## src/design/stkl_pkg.sv

```systemverilog
// Package with the shared types and codes of the sorted top-k list unit.
package stkl_pkg;

    // Operation codes carried on the mode port.
    localparam logic MODE_INSERT = 1'b0;
    localparam logic MODE_QUERY  = 1'b1;

    // Width of a stored value and of the result fields.
    localparam int VALUE_W = 32;
    localparam int RES_W   = 4;

    // Sequencer states.
    typedef enum logic {
        ST_IDLE,
        ST_COMMIT
    } stkl_state_t;

    // Command broadcast from the sequencer to every cell.
    typedef struct packed {
        logic               capture;
        logic               commit;
        logic [VALUE_W-1:0] probe;
        logic [VALUE_W-1:0] key;
    } stkl_cmd_t;

endpackage

```

## src/design/stkl_cell.sv

```systemverilog
// One slot of the sorted list: holds an entry, compares it and shifts it on.
module stkl_cell
(
    input  logic                          clk,
    input  logic                          rst_n,
    input  stkl_pkg::stkl_cmd_t           cmd,
    input  logic                          prev_lt,
    input  logic [stkl_pkg::VALUE_W-1:0]  prev_value,
    input  logic                          prev_valid,
    output logic [stkl_pkg::VALUE_W-1:0]  value,
    output logic                          valid,
    output logic                          lt,
    output logic                          eq
);

    logic [stkl_pkg::VALUE_W-1:0] entry_reg;
    logic [stkl_pkg::VALUE_W-1:0] entry_next;
    logic                         valid_reg;
    logic                         valid_next;
    logic                         lt_reg;
    logic                         lt_next;
    logic                         eq_reg;
    logic                         eq_next;
    logic                         take_new;
    logic                         take_prev;

    // Compare stage: the flags are captured when a beat is accepted.
    always_comb
    begin
        lt_next = lt_reg;
        eq_next = eq_reg;
        if (cmd.capture)
        begin
            lt_next = valid_reg && (entry_reg < cmd.probe);
            eq_next = valid_reg && (entry_reg == cmd.probe);
        end
    end

    // Commit stage: the first slot not below the key takes it, and every
    // slot behind that one takes the old contents of its neighbour.
    assign take_new  = cmd.commit && !lt_reg && prev_lt;
    assign take_prev = cmd.commit && !prev_lt;

    always_comb
    begin
        entry_next = entry_reg;
        valid_next = valid_reg;
        if (take_new)
        begin
            entry_next = cmd.key;
            valid_next = 1'b1;
        end
        else if (take_prev)
        begin
            entry_next = prev_value;
            valid_next = prev_valid;
        end
    end

    // Control flags are reset; the stored value is only read where valid.
    always_ff @(posedge clk or negedge rst_n)
    begin
        if (!rst_n)
        begin
            valid_reg <= 1'b0;
            lt_reg    <= 1'b0;
            eq_reg    <= 1'b0;
        end
        else
        begin
            valid_reg <= valid_next;
            lt_reg    <= lt_next;
            eq_reg    <= eq_next;
        end
    end

    always_ff @(posedge clk)
    begin
        entry_reg <= entry_next;
    end

    assign value = entry_reg;
    assign valid = valid_reg;
    assign lt    = lt_reg;
    assign eq    = eq_reg;

endmodule

```

## src/design/sorted_top_k_list_unit.sv

```systemverilog
// Sorted top-k list unit: a beat is taken when start is high and busy is low.
// Every cell compares its entry with the value in the cycle of acceptance and
// registers the outcome; in the following cycle (busy high) the cells shift
// and an inserted value is written unless already held or above a full list.
// The result beat (done, rank, filled) is registered from the commit state
// and stays for exactly one cycle, since the receiver cannot hold it off; a
// new beat can be taken while it is shown. The sequence does not depend on
// DEPTH. No clearing pass is needed after reset.
module sorted_top_k_list_unit
#(
    parameter int DEPTH = 10
)
(
    input  logic                          clk,
    input  logic                          rst_n,
    input  logic                          start,
    output logic                          busy,
    input  logic                          mode,
    input  logic [stkl_pkg::VALUE_W-1:0]  value,
    output logic                          done,
    output logic [stkl_pkg::RES_W-1:0]    rank,
    output logic [stkl_pkg::RES_W-1:0]    filled
);

    localparam int CNT_W = $clog2(DEPTH + 1);

    stkl_pkg::stkl_state_t        state_reg;
    stkl_pkg::stkl_state_t        state_next;
    logic                         mode_reg;
    logic [stkl_pkg::VALUE_W-1:0] key_reg;
    logic                         done_reg;
    logic                         done_next;
    logic [CNT_W-1:0]             rank_reg;
    logic [CNT_W-1:0]             rank_next;
    logic [CNT_W-1:0]             fill_reg;
    logic [CNT_W-1:0]             fill_next;

    logic                         capture;
    logic                         commit_phase;
    logic                         ins_en;
    logic                         dup;
    logic                         full_miss;
    logic                         hit;
    logic [CNT_W-1:0]             pos;
    logic [DEPTH-1:0]             slot_oh;
    logic [31:0]                  rank_wide;
    logic [31:0]                  fill_wide;

    stkl_pkg::stkl_cmd_t          cmd;
    logic [stkl_pkg::VALUE_W-1:0] cell_value [DEPTH];
    logic [DEPTH-1:0]             cell_valid;
    logic [DEPTH-1:0]             cell_lt;
    logic [DEPTH-1:0]             cell_eq;

    // Next state of the sequencer.
    always_comb
    begin
        case (state_reg)
            stkl_pkg::ST_IDLE:   state_next = start ? stkl_pkg::ST_COMMIT : stkl_pkg::ST_IDLE;
            stkl_pkg::ST_COMMIT: state_next = stkl_pkg::ST_IDLE;
            default:             state_next = stkl_pkg::ST_IDLE;
        endcase
    end

    // Outputs of the sequencer.
    always_comb
    begin
        case (state_reg)
            stkl_pkg::ST_IDLE:
            begin
                busy         = 1'b0;
                capture      = start;
                commit_phase = 1'b0;
            end
            stkl_pkg::ST_COMMIT:
            begin
                busy         = 1'b1;
                capture      = 1'b0;
                commit_phase = 1'b1;
            end
            default:
            begin
                busy         = 1'b0;
                capture      = 1'b0;
                commit_phase = 1'b0;
            end
        endcase
    end

    // Insertion point: the first slot that is not below the key.
    always_comb
    begin
        for (int i = 0; i < DEPTH; i++)
        begin
            if (i == 0)
                slot_oh[i] = !cell_lt[i];
            else
                slot_oh[i] = !cell_lt[i] && cell_lt[i-1];
        end
    end

    // Encode the one-hot slot as its 1-based position.
    always_comb
    begin
        pos = '0;
        for (int i = 0; i < DEPTH; i++)
        begin
            if (slot_oh[i])
                pos = pos | CNT_W'(i + 1);
        end
    end

    assign dup       = |cell_eq;
    assign full_miss = cell_lt[DEPTH-1];
    assign ins_en    = commit_phase && (mode_reg == stkl_pkg::MODE_INSERT) && !dup
                       && !full_miss;
    assign hit       = (mode_reg == stkl_pkg::MODE_QUERY) ? dup : !full_miss;

    // Command broadcast to the chain.
    always_comb
    begin
        cmd.capture = capture;
        cmd.commit  = ins_en;
        cmd.probe   = value;
        cmd.key     = key_reg;
    end

    // The chain of cells; the head has no neighbour and always sees "below".
    for (genvar g = 0; g < DEPTH; g++)
    begin : g_cell
        if (g == 0)
        begin : g_head
            stkl_cell u_cell
            (
                .clk        (clk),
                .rst_n      (rst_n),
                .cmd        (cmd),
                .prev_lt    (1'b1),
                .prev_value ('0),
                .prev_valid (1'b0),
                .value      (cell_value[g]),
                .valid      (cell_valid[g]),
                .lt         (cell_lt[g]),
                .eq         (cell_eq[g])
            );
        end
        else
        begin : g_body
            stkl_cell u_cell
            (
                .clk        (clk),
                .rst_n      (rst_n),
                .cmd        (cmd),
                .prev_lt    (cell_lt[g-1]),
                .prev_value (cell_value[g-1]),
                .prev_valid (cell_valid[g-1]),
                .value      (cell_value[g]),
                .valid      (cell_valid[g]),
                .lt         (cell_lt[g]),
                .eq         (cell_eq[g])
            );
        end
    end

    // Result beat and fill count.
    always_comb
    begin
        done_next = commit_phase;
        rank_next = rank_reg;
        fill_next = fill_reg;
        if (commit_phase)
        begin
            rank_next = hit ? pos : '0;
            if (ins_en && !cell_valid[DEPTH-1])
                fill_next = fill_reg + CNT_W'(1);
        end
    end

    always_ff @(posedge clk or negedge rst_n)
    begin
        if (!rst_n)
        begin
            state_reg <= stkl_pkg::ST_IDLE;
            done_reg  <= 1'b0;
            fill_reg  <= '0;
        end
        else
        begin
            state_reg <= state_next;
            done_reg  <= done_next;
            fill_reg  <= fill_next;
        end
    end

    // Beat payload, held from acceptance to commit.
    always_ff @(posedge clk)
    begin
        if (capture)
        begin
            mode_reg <= mode;
            key_reg  <= value;
        end
        rank_reg <= rank_next;
    end

    // Results are reported modulo the width of the result fields.
    assign rank_wide = 32'(rank_reg);
    assign fill_wide = 32'(fill_reg);
    assign done      = done_reg;
    assign rank      = rank_wide[stkl_pkg::RES_W-1:0];
    assign filled    = fill_wide[stkl_pkg::RES_W-1:0];

endmodule

```

## config.mk

```make
export PLATFORM = sky130hd
export DESIGN_NAME = sorted_top_k_list_unit
export DESIGN_NICKNAME = d
export VERILOG_FILES = /design/src/design/stkl_pkg.sv /design/src/design/stkl_cell.sv /design/src/design/sorted_top_k_list_unit.sv
export SDC_FILE = /design/constraint.sdc
export NUM_CORES = 1
export LEC_CHECK = 0
export BUFFER_PORTS_ARGS = -buffer_cell sky130_fd_sc_hd__buf_2
export CAP_MARGIN = 30
export CORE_MARGIN = 5
export CORE_UTILIZATION = 40
export DETAILED_ROUTE_END_ITERATION = 12
export SLEW_MARGIN = 20
export SYNTH_ARGS = -nofsm -noshare
export SYNTH_HDL_FRONTEND = slang
export SYNTH_HIERARCHICAL = 1
export SYNTH_SLANG_ARGS = --single-unit
```

## constraint.sdc

```tcl
create_clock -name clk -period 4.25 [get_ports clk]
set_clock_uncertainty 0.15 [all_clocks]
set_input_delay 0.2125 -clock clk [delete_from_list [all_inputs] [get_ports clk]]
set_output_delay 0.2125 -clock clk [all_outputs]
set_load 0.03 [all_outputs]
```

==> results of run 1 <==
Yosys cell counts (10+ instances only):
library cell | n | area share (%)
a211oi_1 | 10 | 0.31
a21o_1 | 27 | 0.84
a21oi_1 | 132 | 2.7
buf_2 | 30 | 0.62
dfrtp_1 | 36 | 3.7
edfxtp_1 | 357 | 44
ha_1 | 321 | 17
inv_1 | 345 | 5.3
mux2_1 | 288 | 13
mux2_2 | 32 | 1.5
nand2_1 | 85 | 1.3
nand3_1 | 42 | 0.87
nand4_1 | 59 | 1.5
nor2_1 | 34 | 0.53
nor2b_1 | 14 | 0.36
o211ai_1 | 11 | 0.34
o21ai_0 | 13 | 0.27
o32a_1 | 10 | 0.41
metrics by stage:
step / worst slack [ns] / hold WS (ns) / cells / power, mW
2_1_floorplan: 0.186 / -0.233 / 2028 / 5.92
3_3_place_gp: 0.898 / 0.200 / 2852 / 6.46
3_5_place_dp: 0.870 / 0.224 / 2852 / 6.54
4_1_cts: 0.844 / 0.0237 / 2974 / 10.6
5_1_grt: 0.598 / 0.0484 / 2976 / 11.0
6_report: 0.791 / 0.0578 / 2976 / 10.5
how the worst max path moves through the flow:
| stage | endpoint |
|---|---|
| after global routing | g_cell[4].g_body.u_cell/value[3]$_DFFE_PP_ |
| after detailed placement | g_cell[4].g_body.u_cell/value[10]$_DFFE_PP_ |
| after global placement | g_cell[4].g_body.u_cell/value[9]$_DFFE_PP_ |
| after floorplan | g_cell[0].g_head.u_cell/lt$_DFFE_PN0P_ |
| final | g_cell[4].g_body.u_cell/value[11]$_DFFE_PP_ |
| after CTS | g_cell[4].g_body.u_cell/value[11]$_DFFE_PP_ |
worst min-delay path, delay by kind of cell:
| family | cells | cell delay, ns |
|---|---|---|
| AO/OA/AOI/OAI | 1 | 0.16 |
| buffers and inverters | 1 | 0.10 |
| AND/OR/NAND/NOR | 1 | 0.23 |
repair_timing:
action,4_1_cts,5_1_grt
hold buffers,34,1
endpoints found under the hold margin,69,6
endpoints found under the setup margin,0,0
power by group:
part / total (mW) / leakage [nW] / switching [mW] / internal (mW)
registers: 4.93 / 3.71 / 0.327 / 4.61
logic: 1.57 / 7.34 / 0.908 / 0.657
clock network: 3.96 / 0.762 / 1.64 / 2.32
cell type report:
type,count,area [sq um],area share (%)
inverters,345,1290,4.68
clock inverters,26,191,0.692
clock buffers,62,1330,4.79
flip-flops and latches,393,11600,42.0
repair buffers,108,798,2.89
well taps,782,978,3.54
multi-input cells,1260,11400,41.4
layer usage:
| layer | part of all wire, % | routed length, um | track usage [%] | vias to the layer above |
|---|---|---|---|---|
| met5 | 0 | 0 | 0 | - |
| met4 | 3.4 | 2090 | 6.30 | 0 |
| met1 | 46 | 28200 | 25.1 | 7915 |
| li1 | - | - | - | 7644 |
| met3 | 5.2 | 3230 | 3.68 | 117 |
| met2 | 46 | 28200 | 30.5 | 374 |
logic make-up (layout without fill, tap and decap cells):
| group | after synthesis | count (layout) | synth area share [%] |
|---|---|---|---|
| buffers and inverters | 375 | 541 | 5.96 |
| xor gates and xnor gates | 3 | 3 | 0.108 |
| muxes | 321 | 321 | 14.9 |
| AOI/OAI and AO/OA | 294 | 294 | 8.22 |
| DFF | 393 | 393 | 47.9 |
| adders and majority gates | 321 | 321 | 16.6 |
| other | 2 | 36 | 0.0310 |
| and+or+nand+nor | 285 | 285 | 6.29 |
==> impl_metrics.tcl, run 1 <==
set metrics [dict create \
    tns_ns 0 \
    ys_seq_area_share_pct 47.9 \
    reg2reg_slack_ns 0.79 \
    num_antenna_cells 0 \
    grt.overflow.total 0 \
    r2r_cells 6 \
    dieArea_sq_mm 0.0657 \
    drt_first_pass_iters 5 \
    crit_family "simple AND/OR/NAND/NOR gates" \
    hold_path_end "g_cell[4].g_body.u_cell/lt$_DFFE_PN0P_" \
    critPathBufInv 1 \
    cpPeakStageDelay_ns 0.71 \
    initial_utilization_pct 40.3 \
    critPathLaunchType "register" \
    ant_nets 0 \
    finalCritPeriodShare_pct 81.4 \
    maxCapViolCount 0 \
    timing.rr.end "g_cell[4].g_body.u_cell/value[11]$_DFFE_PP_" \
    worst_pin_slew_ns 0.896 \
    numCtsBuffers 47 \
    vias_per_cell 5.39 \
    path_class "register to register" \
    postSynth.asyncResetShare_pct 9.16 \
    drcViolationCount 0 \
    synthCells 1994 \
    hold_depth 3 \
    setup_violations 0 \
    die_w_um 256 \
    r2r_start "g_cell[1].g_body.u_cell/eq$_DFFE_PN0P_" \
    fillers 5363 \
    fin_nets 2512 \
    final_cell_mix "edfxtp_1 (357), inv_1 (345), ha_1 (321)" \
    synth_seq_cells 393 \
    power_density_mw_per_mm2 378 \
    cts-resized-gates 0 \
    grt_max_degree 37 \
    status "completed" \
    synth_area_per_cell_sq_um 12.2 \
    crit_start "g_cell[1].g_body.u_cell/eq$_DFFE_PN0P_" \
    largest_reg_flops 288 \
    antenna_found_initial 2 \
    path_cells "nor4_4, nand2_1, nor2_1, buf_4, nand3_2, mux2_2" \
    die_y_um 256 \
    drive_gt1_share_pct 9.80 \
    cts_setup_buffers 0 \
    ys_warn_count 6 \
    stdcell_area_sq_mm 0.0277 \
    vias 16100 \
    crit_path_end_kind "register" \
    place_area_sq_mm 0.0258 \
    critical_path_depth 6 \
    required_ns 4.42 \
    clk_latency_ns 0.59 \
    hp-start "start" \
    wl_um 61700 \
    cpMaxStageDelayCell "nand3_2" \
    ir_drop_uv 287 \
    rows 90 \
    syn_to_final_growth_pct 14.0 \
    fmax_ghz 0.289 \
    cts_root_buffer "clkbuf_16" \
    grt_pass1_wl_um 97000 \
    p_leak_nw 11.8 \
    cts_tree "done" \
    finalHoldViolCount 0 \
    final-max-slew-violation-count 0 \
    path_clk_slew_ns 0.06 \
    rsz0062_at_grt "false" \
    mostFrequentLayoutCell "edfxtp_1" \
    io_buffers 45 \
    path_max_fanout 32 \
    grt_pass1_vias 16800 \
    fin_crit_ns 3.46 \
    cp.arrival_ns 3.63 \
    final_util_pct 45.9 \
    min_path_type "input port to register" \
    synth_edf_count 357 \
    core_area_sq_mm 0.0602 \
    gp_congestion 0.862 \
    synthDistinctLibCells 49 \
    htreeDepth 2 \
    synth_top_flop_cell "edfxtp_1" \
    wire_per_inst_um 20.7 \
    synth_area_sq_mm 0.0243 \
    ios 46 \
    max_slew_margin_pct 40.2 \
    dp.final_hpwl_um 47700 \
    clock_path_buffers 3 \
    gr-usage-all-layers_pct 18.7 \
    numClockSinks 393 \
    drt_iter0_drc 1054 \
]
(Power assumes the default switching activity.)
==> run 2, diff against run 1 <==
ABC_AREA = 1   (was unset)
clock period = 3.1 ns   (was 4.25 ns; I/O delays follow)
==> run 2 against run 1 <==
Effect of this change: utilization shrank 0.65 points; wire length shrank 9.7%; worst setup slack lost 0.14 ns; non-clock buffer count grew 7; combinational power grew 82%; clock power grew 32%; synthesized cell count grew 21%; sequential cell count is the same; via count grew 5.2%; critical endpoint is now g_cell[8].g_body.u_cell/value[15]$_DFFE_PP_; largest cell class is now multi-input combinational cells; highest routed layer unchanged.
==> impl_metrics.tcl, run 2 <==
set metrics [dict create \
    htreeDepth 2 \
    cts_tree "done" \
    drt_first_pass_iters 5 \
    synth_top_area_cell "edfxtp_1" \
    yosysMostFrequentCell "nand2_1" \
    fin_nets 2939 \
    largest_reg_flops 288 \
    status "completed" \
    synthCells 2417 \
    rsz0062_at_grt "false" \
    gr-usage-all-layers_pct 15.5 \
    postSynth.asyncResetShare_pct 9.16 \
    ant_nets 0 \
    fmax_ghz 0.409 \
    drcViolationCount 0 \
    wire_per_inst_um 16.0 \
    cp.arrival_ns 2.57 \
    num_antenna_cells 0 \
    setup_violations 0 \
    crit_path_end_kind "register" \
    dieArea_sq_mm 0.0708 \
    path_max_fanout 23 \
    min_path_type "input port to register" \
    stdcell_area_sq_mm 0.0296 \
    cts-resized-gates 0 \
    antenna_found_initial 1 \
    vias 16900 \
    fin_crit_ns 2.45 \
    critPathLaunchType "register" \
    synth_top_flop_cell "edfxtp_1" \
    grt_pass1_wl_um 88800 \
    synth_seq_cells 393 \
    core_area_sq_mm 0.0654 \
    synthDistinctLibCells 28 \
    ios 46 \
    grt_pass1_vias 17700 \
    max_slew_margin_pct 61.4 \
    synthTopCellsByArea "edfxtp_1 (41%), mux2_4 (17%), ha_1 (15%), nand2_1 (7.0%), inv_1 (6.7%)" \
    worst_slack_ns 0.652 \
    worst_pin_slew_ns 0.579 \
    synth_area_sq_mm 0.0262 \
    required_ns 3.22 \
    yosysTopAreaCellShare_pct 40.9 \
    path_class "register to register" \
    maxCapViolCount 0 \
    power_density_mw_per_mm2 508 \
    holdWs_ns 0.126 \
    dp.final_hpwl_um 45400 \
    cts_root_buffer "clkbuf_16" \
    numCtsBuffers 46 \
    path_clk_slew_ns 0.06 \
    wl_um 55700 \
    grt.overflow.total 0 \
    ys_warn_count 6 \
    numClockSinks 393 \
    syn_to_final_growth_pct 12.7 \
    final-max-slew-violation-count 0 \
    synth_edf_count 357 \
    vias_per_cell 4.85 \
    grt_max_degree 37 \
    fillers 5947 \
    rows 94 \
    io_buffers 45 \
    place_inst 3362 \
    final_cell_mix "nand2_1 (482), inv_1 (469), edfxtp_1 (357)" \
    p_leak_nw 14.8 \
    initial_utilization_pct 40.1 \
    tns_ns 0 \
    ys_seq_area_share_pct 44.3 \
    finalCritPeriodShare_pct 79.0 \
    drt_iter0_drc 728 \
    finalHoldViolCount 0 \
    clk_latency_ns 0.58 \
    synth_area_per_cell_sq_um 10.9 \
    die_w_um 266 \
    synth_commonest_cells "nand2_1 (492), inv_1 (469), edfxtp_1 (357), ha_1 (321), mux2_4 (290)" \
    die_y_um 266 \
    clock_path_buffers 3 \
    place_area_sq_mm 0.0277 \
    instances_no_fill 3484 \
    ir_drop_uv 359 \
    dpl_worst_slack_ns 0.672 \
    drive_gt1_share_pct 19.5 \
    mostFrequentLayoutCell "nand2_1" \
    gp_congestion 0.825 \
]
-- run 2: cells by family (layout without fill, tap and decap cells) --
family / count (synthesis) / after routing / synth area share, %
buf+inv: 500 / 671 / 8.01
xor+xnor: 2 / 2 / 0.0668
flops: 393 / 393 / 44.3
fa+ha+maj: 321 / 321 / 15.3
other cells: 2 / 34 / 0.0286
compound gates: 164 / 164 / 3.38
simple gates: 715 / 715 / 11.0
mux: 320 / 320 / 17.9
-- run 2: routing by layer --
metal,vias up,part of all wire (%),wire length (um),track usage (%)
li1,8403,-,-,-
met1,8148,46,25500,20.1
met2,252,49,27100,27.4
met4,0,1.7,926,3.44
met5,-,0,0,0
met3,77,4.1,2260,2.49
-- run 2: timing repair --
item                      in CTS  in global routing
hold buffers                  34                  1
hold endpoints to repair      69                  5
setup buffers                  0                  0
-- run 2: through the flow --
stage,utilization (%),power [mW]
2_1_floorplan,-,8.92
3_3_place_gp,42.4,9.69
3_5_place_dp,42.4,9.87
4_1_cts,45.2,15.2
5_1_grt,45.2,15.8
6_report,45.2,15.0
-- run 2: power breakdown --
part | leakage, nW | internal, mW | switching, mW | total [mW]
logic | 10.4 | 1.32 | 1.53 | 2.85
clock network | 0.736 | 3.10 | 2.14 | 5.24
registers | 3.71 | 6.44 | 0.492 | 6.93
total | 14.8 | 10.9 | 4.16 | 15.0
-- run 2: critical path: stages, from the launching register on --
cell	delay, ns
dfrtp_1	0.39
nor2_2	0.18
nand3_2	0.18
nor3_4	0.14
buf_4	0.34
nand2_1	0.15
nand2_2	0.38
buf_12	0.21
-- run 2: cell type report --
| cell class | instances | area [sq um] | share of cell area [%] |
|---|---|---|---|
| clock buffers | 53 | 1200 | 4.05 |
| clock inverters | 33 | 274 | 0.926 |
| inverters | 470 | 1760 | 5.96 |
| multi-input cells | 1556 | 12700 | 42.8 |
| flip-flops and latches | 393 | 11600 | 39.3 |
| well taps | 864 | 1080 | 3.65 |
| repair buffers | 115 | 976 | 3.30 |
-- run 2: worst paths after layout --
kind / to / slack [ns] / startpoint / cells after the start
worst max register to register: g_cell[8].g_body.u_cell/value[15]$_DFFE_PP_ / 0.65 / g_cell[5].g_body.u_cell/eq$_DFFE_PN0P_ / 7
max in group asynchronous: g_cell[8].g_body.u_cell/lt$_DFFE_PN0P_ / 2.02 / rst_n / 4
min in group asynchronous: filled[3]$_DFFE_PN0P_ / 0.35 / rst_n / 3
worst min-delay path: g_cell[0].g_head.u_cell/lt$_DFFE_PN0P_ / 0.13 / start / 9
worst min register to register: g_cell[1].g_body.u_cell/eq$_DFFE_PN0P_ / 0.34 / g_cell[1].g_body.u_cell/eq$_DFFE_PN0P_ / 2
worst max-delay path: g_cell[8].g_body.u_cell/value[15]$_DFFE_PP_ / 0.65 / g_cell[5].g_body.u_cell/eq$_DFFE_PN0P_ / 7
